## config.mk

```make
export PLATFORM = sky130hd
export DESIGN_NAME = tbp_refill
export DESIGN_NICKNAME = d
export VERILOG_FILES = /design/src/tbp_pkg.sv /design/src/tbp_refill.sv
export SDC_FILE = /design/constraint.sdc
export NUM_CORES = 2
export LEC_CHECK = 0
export ABC_AREA = 1
export BUFFER_PORTS_ARGS = -buffer_cell sky130_fd_sc_hd__buf_2
export CAP_MARGIN = 30
export CORE_MARGIN = 1.5
export CORE_UTILIZATION = 35
export DETAILED_ROUTE_END_ITERATION = 10
export GPL_ROUTABILITY_DRIVEN = 0
export GPL_TIMING_DRIVEN = 0
export SETUP_SLACK_MARGIN = 0.02
export SLEW_MARGIN = 30
export SYNTH_ARGS = -nofsm -noshare
export SYNTH_HDL_FRONTEND = slang
export SYNTH_SLANG_ARGS = --single-unit
```

## constraint.sdc

```tcl
create_clock -name i_clk -period 8.1 [get_ports i_clk]
set_input_delay 0.405 -clock i_clk [delete_from_list [all_inputs] [get_ports i_clk]]
set_output_delay 0.405 -clock i_clk [all_outputs]
set_load 0.01 [all_outputs]
```

## src/tbp_pkg.sv

```systemverilog
// Shared types, constants and codes for the per-address token bucket policer.
package tbp_pkg;

    localparam int MAX_SOURCES = 256;
    localparam int CNT_W       = $clog2(MAX_SOURCES + 1);
    localparam int ADDR_W      = 64;
    localparam int TIME_W      = 48;
    localparam int TOK_W       = 56;
    localparam int RATE_W      = 40;
    localparam int EXP_W       = 40;
    localparam int CFG_DATA_W  = 64;
    localparam int CFG_IDX_W   = 2;
    localparam int PROD_W      = TIME_W + RATE_W;
    localparam int CHUNK_W     = 16;
    localparam int CHUNKS      = TIME_W / CHUNK_W;
    localparam logic [TOK_W-1:0] ONE_TOKEN   = TOK_W'(64'h1_0000_0000);
    localparam logic [TOK_W-1:0] BURST_RESET = TOK_W'(64'h1_0000_0000);
    localparam logic [EXP_W-1:0] EXPIRY_RESET = EXP_W'(60000000);

    typedef enum logic [CFG_IDX_W-1:0] {
        CFG_ENABLE = 2'd0,
        CFG_RATE   = 2'd1,
        CFG_BURST  = 2'd2,
        CFG_EXPIRY = 2'd3
    } t_cfg_idx;

    typedef enum logic [2:0] {
        V_TAKEN   = 3'd0,
        V_LIMITED = 3'd1,
        V_FULL    = 3'd2,
        V_BYPASS  = 3'd3,
        V_SWEPT   = 3'd4
    } t_verdict;

    typedef enum logic [2:0] {
        CO_NONE   = 3'd0,
        CO_CREATE = 3'd1,
        CO_UPDATE = 3'd2,
        CO_SWEEP  = 3'd3,
        CO_SHIFT  = 3'd4
    } t_cell_op;

    typedef struct packed {
        logic              opcode;
        logic [ADDR_W-1:0] addr_high;
        logic [ADDR_W-1:0] addr_low;
        logic              addr_valid;
        logic [TIME_W-1:0] now_us;
    } t_in_word;

    typedef struct packed {
        logic     allowed;
        t_verdict verdict;
        logic [8:0] entry_count;
    } t_out_word;

    typedef struct packed {
        t_cell_op          op;
        logic [ADDR_W-1:0] addr_high;
        logic [ADDR_W-1:0] addr_low;
        logic [TIME_W-1:0] now_us;
        logic [TOK_W-1:0]  tokens;
        logic [TIME_W-1:0] last_refill;
        logic [EXP_W-1:0]  expiry;
    } t_cell_cmd;

    typedef struct packed {
        logic              valid;
        logic              hit;
        logic [TOK_W-1:0]  tokens;
        logic [TIME_W-1:0] last_refill;
    } t_cell_stat;

endpackage

```

## src/tbp_refill.sv

```systemverilog
// Iterative refill: elapsed times rate in 16-bit chunks, then saturating add and burst cap.
module tbp_refill (
    input  logic                       i_clk,
    input  logic                       i_rst_n,
    input  logic                       i_start,
    input  logic [tbp_pkg::TIME_W-1:0] i_elapsed,
    input  logic [tbp_pkg::RATE_W-1:0] i_rate,
    input  logic [tbp_pkg::TOK_W-1:0]  i_tokens,
    input  logic [tbp_pkg::TOK_W-1:0]  i_burst,
    output logic                       o_done,
    output logic [tbp_pkg::TOK_W-1:0]  o_sum
);
    import tbp_pkg::*;

    logic                r_busy;
    logic                r_done;
    logic [1:0]          r_step;
    logic [TIME_W-1:0]   r_el;
    logic [PROD_W-1:0]   r_acc;
    logic [TOK_W-1:0]    r_sum;
    logic [CHUNK_W+RATE_W-1:0] part;
    logic [64:0]         s65;
    logic                over;

    assign part = r_el[TIME_W-1 -: CHUNK_W] * i_rate;
    assign s65  = {9'd0, i_tokens} + {1'b0, r_acc[63:0]};
    assign over = (|r_acc[PROD_W-1:64]) || s65[64] ||
                  (s65[63:0] > {8'd0, i_burst});

    always_ff @(posedge i_clk) begin
        if (!i_rst_n) begin
            r_busy <= 1'b0;
            r_done <= 1'b0;
            r_step <= '0;
        end else begin
            r_done <= 1'b0;
            if (i_start) begin
                r_busy <= 1'b1;
                r_step <= '0;
            end else if (r_busy) begin
                if (r_step == 2'(CHUNKS)) begin
                    r_busy <= 1'b0;
                    r_done <= 1'b1;
                end else begin
                    r_step <= r_step + 2'd1;
                end
            end
        end
    end

    always_ff @(posedge i_clk) begin
        if (i_start) begin
            r_el  <= i_elapsed;
            r_acc <= '0;
        end else if (r_busy && r_step != 2'(CHUNKS)) begin
            r_el  <= r_el << CHUNK_W;
            r_acc <= (r_acc << CHUNK_W) + PROD_W'(part);
        end else if (r_busy) begin
            r_sum <= over ? i_burst : s65[TOK_W-1:0];
        end
    end

    assign o_done = r_done;
    assign o_sum  = r_sum;

endmodule
```

==> metrics.md <==
| Metric | Value |
|---|---|
| Status | `complete, no violations` |
| Count of cell types in the netlist | `42` |
| Worst EP arrival | `8.23 ns` |
| Hold Path Stages | `3` |
| Mapped cell area | `37750 sq um` |
| Initial core utilization | `35.26%` |
| CTS root buffer | `clkbuf_16` |
| Drt via density | `4.959` |
| Vias | `34970` |
| Critical Path RT | `8.49 ns` |
| Detail Route Antenna Nets | `0` |
| Layout Utilization | `38.62%` |
| Post-synth top flop | `edfxtp_1` |
| Final setup fails | `0` |
| Die area | `109800 sq um` |
| Layout area overhead | `9.513%` |
| Post-CTS Resized | `0` |
| Worst-path clk slew | `0.09 ns` |
| WL final | `133.5 mm` |
| Slew Viols, Final | `0` |
| Clk sinks | `196` |
| #FFs+latches synth | `196` |
| Syn_nets | `6416` |
| Global-route wire length before repair | `203.4 mm` |
| Post-synth EDFFs | `104` |
| Startpoint type of the worst setup path | `flip-flop` |
| Post-synthesis cell count | `5385` |
| Setup Skew | `0.02160 ns` |
| CTS tree | `built` |
| Hold Path Class | `input pin to flip-flop` |
| Detailed Routing Iterations Pass 1 | `6` |
| Slew at the pin with the worst max-slew slack | `1.067 ns` |
| Grt ovf | `0` |
| Period utilization | `96.84%` |
| Final Hold Fails | `0` |
| Max-capacitance violation count | `0` |
| Share of layout cells above drive strength 1 | `5.586%` |
| Worst skew pair latency | `0.50 ns` |
| Post-cts hold buffer count | `0` |
| Placeable Area | `107100 sq um` |
| CP Class | `flip-flop to flip-flop` |
| Ys Warns | `0` |
| F_max | `127.5 MHz` |
| H-Tree Depth | `4` |
| Crit-path max FO | `10` |
| Critical path endpoint category | `flip-flop` |
| Post-route minimum period | `7.844 ns` |
| Die W | `331.4 um` |
| NumNets Final | `6657` |
| Post-synthesis sequential area ratio | `13.15%` |
| Row Count | `120` |
| DP HPWL | `115.6 mm` |
| Dominant cells by area after synthesis | `fa_1, nand2_1, inv_1` |
| Fillcell total | `11490` |
| Worst slew margin | `28.86%` |
| Drt drc | `0` |
| # IOs | `260` |
| Worst Reg-to-Reg Cells | `21` |
| Post-synthesis async set-or-reset flop share | `0%` |
| Cell taking the most area after synthesis | `fa_1` |
| Largest net degree at the start of global routing | `26` |
| Total CTS buffers | `17` |
| Avg WL per Cell | `18.93 um` |
| Chip height | `331.4 um` |
| IO buf count | `218` |
| Initial antenna violation count | `14` |
| Clock buffer depth | `2` |
| Setup repair bufs after CTS | `0` |
| Share of the synthesized area in the top cell type | `30.28%` |
| RSZ-0062 raised after global routing | `no` |
| Vias in the first global route | `34140` |
| Global-route usage over all layers | `24.40%` |
| DRT iter0 DRCs | `3334` |
| Mean post-synth cell area | `7.010 sq um` |
-- cells in the mapped netlist (2+ instances only) --
master	instances
a21oi_1	223
inv_2	9
nand3_1	152
buf_1	3
a31oi_1	12
nand3_2	4
o21a_1	8
dfxtp_1	92
a21boi_0	6
nor3_1	44
inv_1	1397
xor2_1	59
o21ai_1	6
nor2_2	7
and2_1	4
fa_1	571
ha_1	257
o211ai_1	7
nand4_1	26
nor4_1	15
o21ai_0	206
nor2_1	314
nor3_2	2
clkbuf_1	177
o22ai_1	6
o21bai_1	11
a21o_1	10
nand2_2	5
xnor2_1	33
o32ai_1	5
nand2b_1	2
buf_4	10
edfxtp_1	104
buf_2	3
nand2_1	1584
buf_6	5
-- stage by stage --
step | instance area [sq um] | hold slack (ns) | worst slack, ns | cells | setup TNS (ns)
after global placement | 40590 | 0.4551 | -0.4759 | 7006 | -26.13
after detailed placement | 40720 | 0.4787 | 0.4460 | 7010 | 0
after floorplan | 37750 | 0.4426 | 2.136 | 5385 | 0
after CTS | 41300 | 0.1333 | 0.4394 | 7042 | 0
after global routing | 41330 | 0.1501 | 0.1224 | 7051 | 0
final | 41340 | 0.1599 | 0.2561 | 7053 | 0
-- layout by cell type, fill, tap and decap left out, drive strengths merged, types with 156 or more instances in the layout --
cell type	count
nand2	1589
clkbuf	195
a21oi	223
nor2	322
ha	257
o21ai	212
fa	571
inv	1414
nand3	156
buf	243
-- state kept, by name, indices dropped and copies added (netlist names) --
| register | flops |
|---|---|
| r_el | 48 |
| o_sum | 56 |
| r_step | 2 |
| r_busy | 1 |
| o_done | 1 |
| r_acc | 88 |
-- layout make-up --
class                           count  area (sq um)  share of cell area [%]
Multi-Input combinational cell   3585         26700                   64.58
Inverter                         1406          5278                   12.77
Sequential cell                   196          4965                   12.01
Tap cell                         1403          1755                   4.246
Timing Repair Buffer              222          1194                   2.887
Buffer                            198         838.3                   2.028
Clock buffer                       18         429.2                   1.038
Clock inverter                     14         155.1                  0.3753
Antenna cell                       11         27.53                 0.06659
-- metal layers --
layer / vias up / global-route usage [%] / wire length, um
li1: 16340 / - / -
met1: 16900 / 32.98 / 55230
met2: 1535 / 39.76 / 61560
met3: 205 / 3.251 / 11350
met4: 2 / 9.099 / 5358
met5: - / 0 / 12
-- critical path, cell delays in order, from the launching register on --
cell,delay (ns)
edfxtp_1,0.67
clkbuf_1,0.84
nand2_1,0.18
fa_1,0.55
fa_1,0.55
inv_1,0.06
fa_1,0.50
fa_1,0.52
fa_1,0.52
fa_1,0.57
ha_1,0.42
nand2_1,0.15
nor2_1,0.17
nand2_1,0.06
o21ai_0,0.50
a21oi_1,0.25
o21ai_0,0.56
nand2_1,0.21
nand3_1,0.11
nand3_1,0.16
nand2_1,0.12
inv_1,0.04
-- cell families after synthesis --
logic type,count (synthesis),share of synthesized area [%]
buffers and inverters,1604,16.16
adder cells (fa/ha/maj),828,38.80
AO/OA/AOI/OAI,501,7.040
AND/OR/NAND/NOR,2164,22.71
XOR/XNOR,92,2.135
flip-flops,196,13.15
-- worst paths after layout --
path / from / to / slack [ns]
setup / recovery: r_el[47] / r_acc[56] / 0.26
hold / removal: i_elapsed[5] / r_el[5] / 0.16
setup reg to reg: r_el[47] / r_acc[56] / 0.26
hold reg to reg: r_step[0] / r_step[0] / 0.49
Power is left out: the tool's default activity adds up to more than one toggle a clock period on the data nets, which glitch-free logic cannot reach.
