==> config.mk <==
export PLATFORM = sky130hd
export DESIGN_NAME = tbp_cell
export DESIGN_NICKNAME = d
export VERILOG_FILES = /design/src/tbp_pkg.sv /design/src/tbp_cell.sv
export SDC_FILE = /design/constraint.sdc
export NUM_CORES = 1
export LEC_CHECK = 0
export BUFFER_PORTS_ARGS = -buffer_cell sky130_fd_sc_hd__buf_2
export CORE_ASPECT_RATIO = 0.7
export CORE_UTILIZATION = 48
export CTS_CLUSTER_SIZE = 10
export DETAILED_ROUTE_END_ITERATION = 8
export PLACE_DENSITY_LB_ADDON = 0.15
export REMOVE_ABC_BUFFERS = 1
export SETUP_SLACK_MARGIN = 0.5
export SLEW_MARGIN = 20
export SYNTH_ARGS = -nofsm -noshare
export SYNTH_HDL_FRONTEND = slang
export SYNTH_SLANG_ARGS = --single-unit
export TNS_END_PERCENT = 50
==> constraint.sdc <==
create_clock -name i_clk -period 11.7 [get_ports i_clk]
set_input_delay 0.585 -clock i_clk [delete_from_list [all_inputs] [get_ports i_clk]]
set_output_delay 0.585 -clock i_clk [all_outputs]
set_load 0.03 [all_outputs]
==> src/tbp_pkg.sv <==
// Shared types, constants and codes for the per-address token bucket policer.
package tbp_pkg;

    localparam int MAX_SOURCES = 256;
    localparam int CNT_W       = $clog2(MAX_SOURCES + 1);
    localparam int ADDR_W      = 64;
    localparam int TIME_W      = 48;
    localparam int TOK_W       = 56;
    localparam int RATE_W      = 40;
    localparam int EXP_W       = 40;
    localparam int CFG_DATA_W  = 64;
    localparam int CFG_IDX_W   = 2;
    localparam int PROD_W      = TIME_W + RATE_W;
    localparam int CHUNK_W     = 16;
    localparam int CHUNKS      = TIME_W / CHUNK_W;
    localparam logic [TOK_W-1:0] ONE_TOKEN   = TOK_W'(64'h1_0000_0000);
    localparam logic [TOK_W-1:0] BURST_RESET = TOK_W'(64'h1_0000_0000);
    localparam logic [EXP_W-1:0] EXPIRY_RESET = EXP_W'(60000000);

    typedef enum logic [CFG_IDX_W-1:0] {
        CFG_ENABLE = 2'd0,
        CFG_RATE   = 2'd1,
        CFG_BURST  = 2'd2,
        CFG_EXPIRY = 2'd3
    } t_cfg_idx;

    typedef enum logic [2:0] {
        V_TAKEN   = 3'd0,
        V_LIMITED = 3'd1,
        V_FULL    = 3'd2,
        V_BYPASS  = 3'd3,
        V_SWEPT   = 3'd4
    } t_verdict;

    typedef enum logic [2:0] {
        CO_NONE   = 3'd0,
        CO_CREATE = 3'd1,
        CO_UPDATE = 3'd2,
        CO_SWEEP  = 3'd3,
        CO_SHIFT  = 3'd4
    } t_cell_op;

    typedef struct packed {
        logic              opcode;
        logic [ADDR_W-1:0] addr_high;
        logic [ADDR_W-1:0] addr_low;
        logic              addr_valid;
        logic [TIME_W-1:0] now_us;
    } t_in_word;

    typedef struct packed {
        logic     allowed;
        t_verdict verdict;
        logic [8:0] entry_count;
    } t_out_word;

    typedef struct packed {
        t_cell_op          op;
        logic [ADDR_W-1:0] addr_high;
        logic [ADDR_W-1:0] addr_low;
        logic [TIME_W-1:0] now_us;
        logic [TOK_W-1:0]  tokens;
        logic [TIME_W-1:0] last_refill;
        logic [EXP_W-1:0]  expiry;
    } t_cell_cmd;

    typedef struct packed {
        logic              valid;
        logic              hit;
        logic [TOK_W-1:0]  tokens;
        logic [TIME_W-1:0] last_refill;
    } t_cell_stat;

endpackage

==> src/tbp_cell.sv <==
// One table entry: address match, expiry test and a link of the expiry drain chain.
module tbp_cell (
    input  logic               i_clk,
    input  logic               i_rst_n,
    input  tbp_pkg::t_cell_cmd i_cmd,
    input  logic               i_sel,
    input  logic               i_exp,
    output logic               o_exp,
    output tbp_pkg::t_cell_stat o_stat
);
    import tbp_pkg::*;

    logic              r_valid;
    logic              r_exp;
    logic [ADDR_W-1:0] r_addr_high;
    logic [ADDR_W-1:0] r_addr_low;
    logic [TOK_W-1:0]  r_tokens;
    logic [TIME_W-1:0] r_last_refill;
    logic [TIME_W-1:0] r_last_seen;
    logic [TIME_W-1:0] idle;
    logic              expire;

    assign idle   = i_cmd.now_us - r_last_seen;
    assign expire = r_valid && (i_cmd.now_us >= r_last_seen) &&
                    (idle > {{(TIME_W-EXP_W){1'b0}}, i_cmd.expiry});

    always_ff @(posedge i_clk) begin
        if (!i_rst_n) begin
            r_valid <= 1'b0;
            r_exp   <= 1'b0;
        end else begin
            case (i_cmd.op)
                CO_CREATE: if (i_sel) r_valid <= 1'b1;
                CO_SWEEP: begin
                    r_exp <= expire;
                    if (expire) r_valid <= 1'b0;
                end
                CO_SHIFT: r_exp <= i_exp;
                default: ;
            endcase
        end
    end

    always_ff @(posedge i_clk) begin
        if (i_sel && i_cmd.op == CO_CREATE) begin
            r_addr_high   <= i_cmd.addr_high;
            r_addr_low    <= i_cmd.addr_low;
            r_tokens      <= i_cmd.tokens;
            r_last_refill <= i_cmd.now_us;
            r_last_seen   <= i_cmd.now_us;
        end else if (i_sel && i_cmd.op == CO_UPDATE) begin
            r_tokens      <= i_cmd.tokens;
            r_last_refill <= i_cmd.last_refill;
            r_last_seen   <= i_cmd.now_us;
        end
    end

    assign o_exp              = r_exp;
    assign o_stat.valid       = r_valid;
    assign o_stat.hit         = r_valid && (r_addr_high == i_cmd.addr_high) &&
                                (r_addr_low == i_cmd.addr_low);
    assign o_stat.tokens      = r_tokens;
    assign o_stat.last_refill = r_last_refill;

endmodule

==> results.cfg, run 1 <==
[outcome]
outcome = finished, final reports clean

[finish]
finish.instance_area_um2 = 18400
share_of_post_route_cells_with_drive_strength_above_1 = 0.319
stdcell_count = 2093
synthToLayoutAreaGrowth_pct = 23.6
num-nets-final = 2085

[worst_setup_path]
setup.worst_path.end_class = register
critPathMaxFanout = 6
cpPeakStageDelay_ps = 450
crit_slowest_cell = o311ai_1
cp-start-kind = register
worstPathCellList = inv_1 > ha_1 > nand3_1 > o21bai_1 > a31oi_4 > o21a_1 > a21o_1 > a21oi_1 > o311ai_1 > a31oi_1 > xnor2_1 > ha_1 > nand4_1 > or2_2 > nor3_1 > nand4_1 > o31ai_1 > o221ai_1 > a211oi_2 > nand4_1 > o31a_1
critical_path.startpoint = r_last_seen[4]$_DFFE_PP_
worst-endpoint-required_ps = 12090
critical-path-top-cell-by-count = nand4_1
crit_arrival_ps = 5440
r2r_start = r_last_seen[4]$_DFFE_PP_
type_of_the_worst_setup_path = reg2reg

[timing]
finalMaxSlewViolations = 0
count_of_final_hold_check_violations = 0
timing.final.ws_setup_ps = 6660
final.hold.worst_slack_ps = 241
timing.slew.headroom = 0.325
tightestPinTransition_ps = 1010
rsz0062_at_grt = no
total_setup_violations_reported_at_the_end_of_the_flow = 0
fmaxAchievable_mhz = 198
clock-skew-final_ps = 13.3
post-route-min-period_ps = 5040
share_of_the_clock_period_used_by_the_worst_path = 0.431

[logic_synthesis]
synth_warnings = 0
yosys-top-cells-count = 280 x edfxtp_1, 169 x inv_1, 88 x ha_1
ys_top_cells_by_area = edfxtp_1 57%, ha_1 7.4%, inv_1 4.3%, xnor2_1 3.8%, mux2_2 3.6%
synth_enable_flop_cells = 280
synth_seq_cells = 282
ys_async_sr_fraction = 0
yosysSeqAreaShare = 0.568
synth.lib_cells_used.distinct = 66
synthDominantCellAreaShare = 0.565
yosysTopAreaCell = edfxtp_1
netlist_area_um2 = 14900
synth.most_common_cell = edfxtp_1
postSynthAreaPerCell_um2 = 12.2
ys_dominant_reg_cell = edfxtp_1
syn_inst = 1224

[clocking]
clock-root-buffer = clkbuf_16
post_cts_resized = 0
cts.path.max_buffers = 3
clk_pin_slew_worst_paths_ps = 50
tritoncts.num_buffers = 34
clk-insertion-delay-late_ps = 520
ctsHtreeMaxLevel = 2
number_of_hold_buffers_added_after_cts = 0
postCtsSetupRepairBufs = 0
tritoncts = done
clock_sinks = 282

[drt]
detailedRoute.firstPassIterationCount = 7
antenna_violating_nets_remaining = 0
drt_iter0_drc = 866
num_vias = 11300
viasPerCell = 5.40
route.final.wire_length_mm = 42.9
wl_per_cell_um = 20.5
detail_route.drc_violations = 0

[die]
floorplan.die_area_um2 = 31700
initial_core_util = 0.492
core_um2 = 30200
floorplan.die.width_um = 212
ioPinCount = 434
std_cell_rows = 53
floorplan.die.height_um = 149

[global_route]
grt.overflow.total = 0
wire_length_of_the_first_global_routing_pass_mm = 63.5
vias_in_the_first_global_route = 11100
largest_net_degree_at_the_start_of_global_routing = 163
grt_antenna_before_repair = 11
globalRouteTotalUtil = 0.266

[placement]
place_congestion = 0.954
placement.setup.worst_slack_ps = 6390
numPlacedInstances = 2045
post-dp-hpwl_mm = 34.3
dpl-instance-area_um2 = 17500
io_buffers = 433

[power_and_ir_drop]
vdd.ir_drop.worst_uv = 117
power.total_uw = 2600
static_leak_uw = 0.00776
cellPowerDensity_nw_per_um2 = 141

[run]
drv.max_cap_violation_count = 0

[worst_hold_path]
holdCritStartpoint = i_cmd[136]
min_path_type = in2reg
through the flow:
stage / TNS, ps / util
after floorplan: -1659540 / -
after global placement: 0 / 0.577
after detailed placement: 0 / 0.577
after CTS: 0 / 0.608
after global routing: 0 / 0.608
final: 0 / 0.608
registers in the layout, summed over array words and instances, names as in the netlist:
signal	cells
r_addr_high	64
r_addr_low	64
r_tokens	56
r_last_refill	48
r_last_seen	48
o_exp	1
r_valid	1
metal layers:
layer | track usage | up-vias | wire [µm]
met1 | 0.384 | 5361 | 20000
met5 | 0 | - | 69
met4 | 0.0691 | 10 | 929
li1 | - | 5452 | -
met2 | 0.395 | 426 | 18500
met3 | 0.0707 | 62 | 3440
final timing paths:
check                           end  slack [ps]  cells past startpoint
min          r_tokens[48]$_DFFE_PP_         240                      1
max              o_exp$_SDFFE_PN0P_        6660                     21
min reg2reg    r_valid$_SDFFE_PN0P_         590                      2
max reg2reg      o_exp$_SDFFE_PN0P_        6660                     21
worst max-delay path, delay by kind of cell, from the launching register on:
family	cells	cell delay, ps
AO/OA/AOI/OAI	11	2560
AND/OR/NAND/NOR	6	1160
XOR/XNOR	1	150
flip-flops	1	320
adder cells (fa/ha/maj)	2	690
buffers and inverters	1	40
layout make-up:
cell class	count	area, µm²
Clock buffer	37	883
Sequential cell	282	8450
Multi-Input combinational cell	745	5640
Timing Repair Buffer	437	2210
Antenna cell	6	15.0
Clock inverter	5	40.0
Inverter	169	634
Fill cell	2560	11800
Tap cell	412	515
power by group:
part / internal (µW) / switching, µW / total (µW)
Combinational: 194 / 306 / 500
Sequential: 1170 / 13.7 / 1180
Clock: 534 / 385 / 919
Total: 1900 / 704 / 2600
cell families (layout without fill, tap and decap cells):
group / after synthesis / count (layout) / share of synthesized area
mux: 50 / 50 / 0.0377
fa+ha+maj: 89 / 89 / 0.0754
simple gates: 215 / 215 / 0.0746
flops: 282 / 282 / 0.568
buf+inv: 197 / 648 / 0.0535
xor+xnor: 109 / 109 / 0.0642
other cells: 0 / 6 / 0
compound gates: 282 / 282 / 0.127
cell usage in the layout (no fill, tap or decap), types with 21 or more instances in the layout:
cell type / instances
a21o_1: 21
clkbuf_16: 35
xnor2_1: 64
a21oi_1: 81
mux2_2: 48
edfxtp_1: 280
o21ai_0: 37
a221oi_1: 23
inv_1: 169
xor2_1: 45
buf_2: 433
nand4_1: 46
ha_1: 88
nand2_1: 56
nor2_1: 35
Note: power is estimated with default switching activity, not from simulation.
==> run 2, diff against run 1 <==
==> constraint.sdc (replaced) <==
create_clock -name i_clk -period 4.25 [get_ports i_clk]
set_input_delay 0.2125 -clock i_clk [delete_from_list [all_inputs] [get_ports i_clk]]
set_output_delay 0.2125 -clock i_clk [all_outputs]
set_load 0.03 [all_outputs]
==> run 2 against run 1 <==
  * The run now ends with negative setup slack left
  * Largest cell class unchanged
  * Register-to-register slack lost 6900 ps
  * Global-route usage up 5.0 points
  * Sequential share of layout area shrank 8.2 points
  * Clock skew shrank 3.1 ps
  * Sequential power increased to 2.8 times the previous value
  * Flip-flop and latch count did not move
  * Critical path type unchanged
  * Highest routed layer is now met4
  * First-iteration DRC count is 19% higher
  * Core utilization increased by 13 points
==> results.cfg, run 2 (synthesis gave the netlist of run 1 again) <==
[die]
initial_core_util = 0.492
floorplan.die.width_um = 212
core_um2 = 30200
ioPinCount = 434
std_cell_rows = 53
floorplan.die.height_um = 149
floorplan.die_area_um2 = 31700

[timing]
final.hold.worst_slack_ps = 20.6
share_of_the_clock_period_used_by_the_worst_path = 1.06
tightestPinTransition_ps = 831
finalMaxSlewViolations = 0
timing.final.ws_setup_ps = -256
total_setup_violations_reported_at_the_end_of_the_flow = 2
fmaxAchievable_mhz = 222
post-route-min-period_ps = 4510
count_of_final_hold_check_violations = 0
timing.slew.headroom = 0.444
clock-skew-final_ps = 10.2
fin_setup_tns_ps = -431
rsz0062_at_grt = yes

[clocking]
cts.path.max_buffers = 3
clock-root-buffer = clkbuf_16
clk-insertion-delay-late_ps = 530
tritoncts = done
ctsHtreeMaxLevel = 2
clock_sinks = 282
clk_pin_slew_worst_paths_ps = 60
tritoncts.num_buffers = 34

[finish]
synthToLayoutAreaGrowth_pct = 50.4
mostFrequentLayoutCells = 433 x buf_2, 280 x edfxtp_1, 279 x dlygate4sd3_1
reg.largest.list = r_addr_high: 64 flops, r_addr_low: 64 flops, r_tokens: 56 flops
multi_input_comb_area_um2 = 5750
stdcell_count = 2510
mostFrequentLayoutCell = buf_2
finish.instance_area_um2 = 22400
fillerInstances = 2023
num-nets-final = 2503
register_area_um2 = 8450
share_of_post_route_cells_with_drive_strength_above_1 = 0.333

[drt]
detail_route.drc_violations = 0
viasPerCell = 5.39
num_vias = 13500
drt_iter0_drc = 1033
detailedRoute.firstPassIterationCount = 6
wl_per_cell_um = 20.5
route.final.wire_length_mm = 51.4
antenna_violating_nets_remaining = 0

[worst_setup_path]
crit_buf_inv = 1
worstPathCellList = inv_2 > ha_1 > nor2b_2 > o21bai_2 > a31oi_4 > or2_2 > a2bb2oi_1 > nor2b_2 > a21boi_2 > o21bai_1 > xor2_1 > ha_1 > nand4_1 > nor2_1 > a22oi_1 > a31oi_2 > o31ai_4 > o221ai_2 > a211oi_2 > nand4_1 > o31a_1
critPathMaxFanout = 3
setup.worst_path.end_class = register
crit_slowest_cell = edfxtp_1
crit_arrival_ps = 4920
cp-start-kind = register
type_of_the_worst_setup_path = reg2reg
worst-endpoint-required_ps = 4660
crit_family = compound AO/OA/AOI/OAI gates
cpPeakStageDelay_ps = 400

[run]
drv.max_cap_violation_count = 0

[global_route]
grt_antenna_before_repair = 4
globalRouteTotalUtil = 0.316
vias_in_the_first_global_route = 13600
wire_length_of_the_first_global_routing_pass_mm = 75.5
grt.overflow.total = 0
largest_net_degree_at_the_start_of_global_routing = 129

[placement]
dpl-instance-area_um2 = 18500
post-dp-hpwl_mm = 35.4
place_congestion = 0.984
numPlacedInstances = 2182
io_buffers = 433

[power_and_ir_drop]
static_leak_uw = 0.00961
vdd.ir_drop.worst_uv = 316
cellPowerDensity_nw_per_um2 = 342

[outcome]
outcome = finished, violations left
violations_in_the_final_reports = negative setup slack

[worst_hold_path]
min_path_type = in2reg
run 2: final cells by class:
| cell class | count | area share |
|---|---|---|
| Sequential cell | 282 | 0.378 |
| Timing Repair Buffer | 855 | 0.272 |
| Multi-Input combinational cell | 745 | 0.257 |
| Clock buffer | 36 | 0.0384 |
| Inverter | 169 | 0.0283 |
| Tap cell | 412 | 0.0230 |
| Clock inverter | 6 | 0.00330 |
| Antenna cell | 5 | 0.000559 |
run 2: metal layers:
layer | share of wire | track usage | vias to the layer above
li1 | - | - | 6292
met1 | 0.43 | 0.433 | 6461
met2 | 0.46 | 0.502 | 688
met3 | 0.088 | 0.0674 | 85
met4 | 0.028 | 0.101 | 0
met5 | 0 | 0 | -
run 2: stage by stage:
| step | setup slack (ps) | power [µW] | util |
|---|---|---|---|
| after global placement | -367 | 4830 | 0.612 |
| after floorplan | -16640 | 4210 | - |
| after detailed placement | -499 | 4850 | 0.612 |
| after CTS | -160 | 7620 | 0.739 |
| after global routing | -471 | 7940 | 0.740 |
| final | -256 | 7660 | 0.740 |
run 2: path summary, 6_finish.rpt:
check,depth (start not counted),startpoint,slack (ps),endpoint
worst min register to register,2,r_valid$_SDFFE_PN0P_,590,r_valid$_SDFFE_PN0P_
worst min-delay path,2,i_cmd[160],20,r_last_refill[16]$_DFFE_PP_
worst max-delay path,21,r_last_seen[1]$_DFFE_PP_,-260,o_exp$_SDFFE_PN0P_
worst max register to register,21,r_last_seen[1]$_DFFE_PP_,-260,o_exp$_SDFFE_PN0P_
run 2: worst register-to-register path, delay by kind of cell (launching register included):
family                   cells  cell delay [ps]
XOR/XNOR                     1              150
adder cells (fa/ha/maj)      2              540
buffers and inverters        1              100
flip-flops                   1              400
AND/OR/NAND/NOR              6             1130
AO/OA/AOI/OAI               11             2070
run 2: timing repair:
item	CTS	global route
setup endpoints to repair	2	2
cloned	0	0
buffers inserted	2	0
endpoints found under the hold margin	279	0
resized for setup	23	4
hold buffers	279	0
pin swaps	14	9
run 2: power breakdown:
group          total (µW)  internal [µW]  switching [µW]
Combinational        1840            865             973
Sequential           3260           3210            45.3
Clock                2560           1440            1120
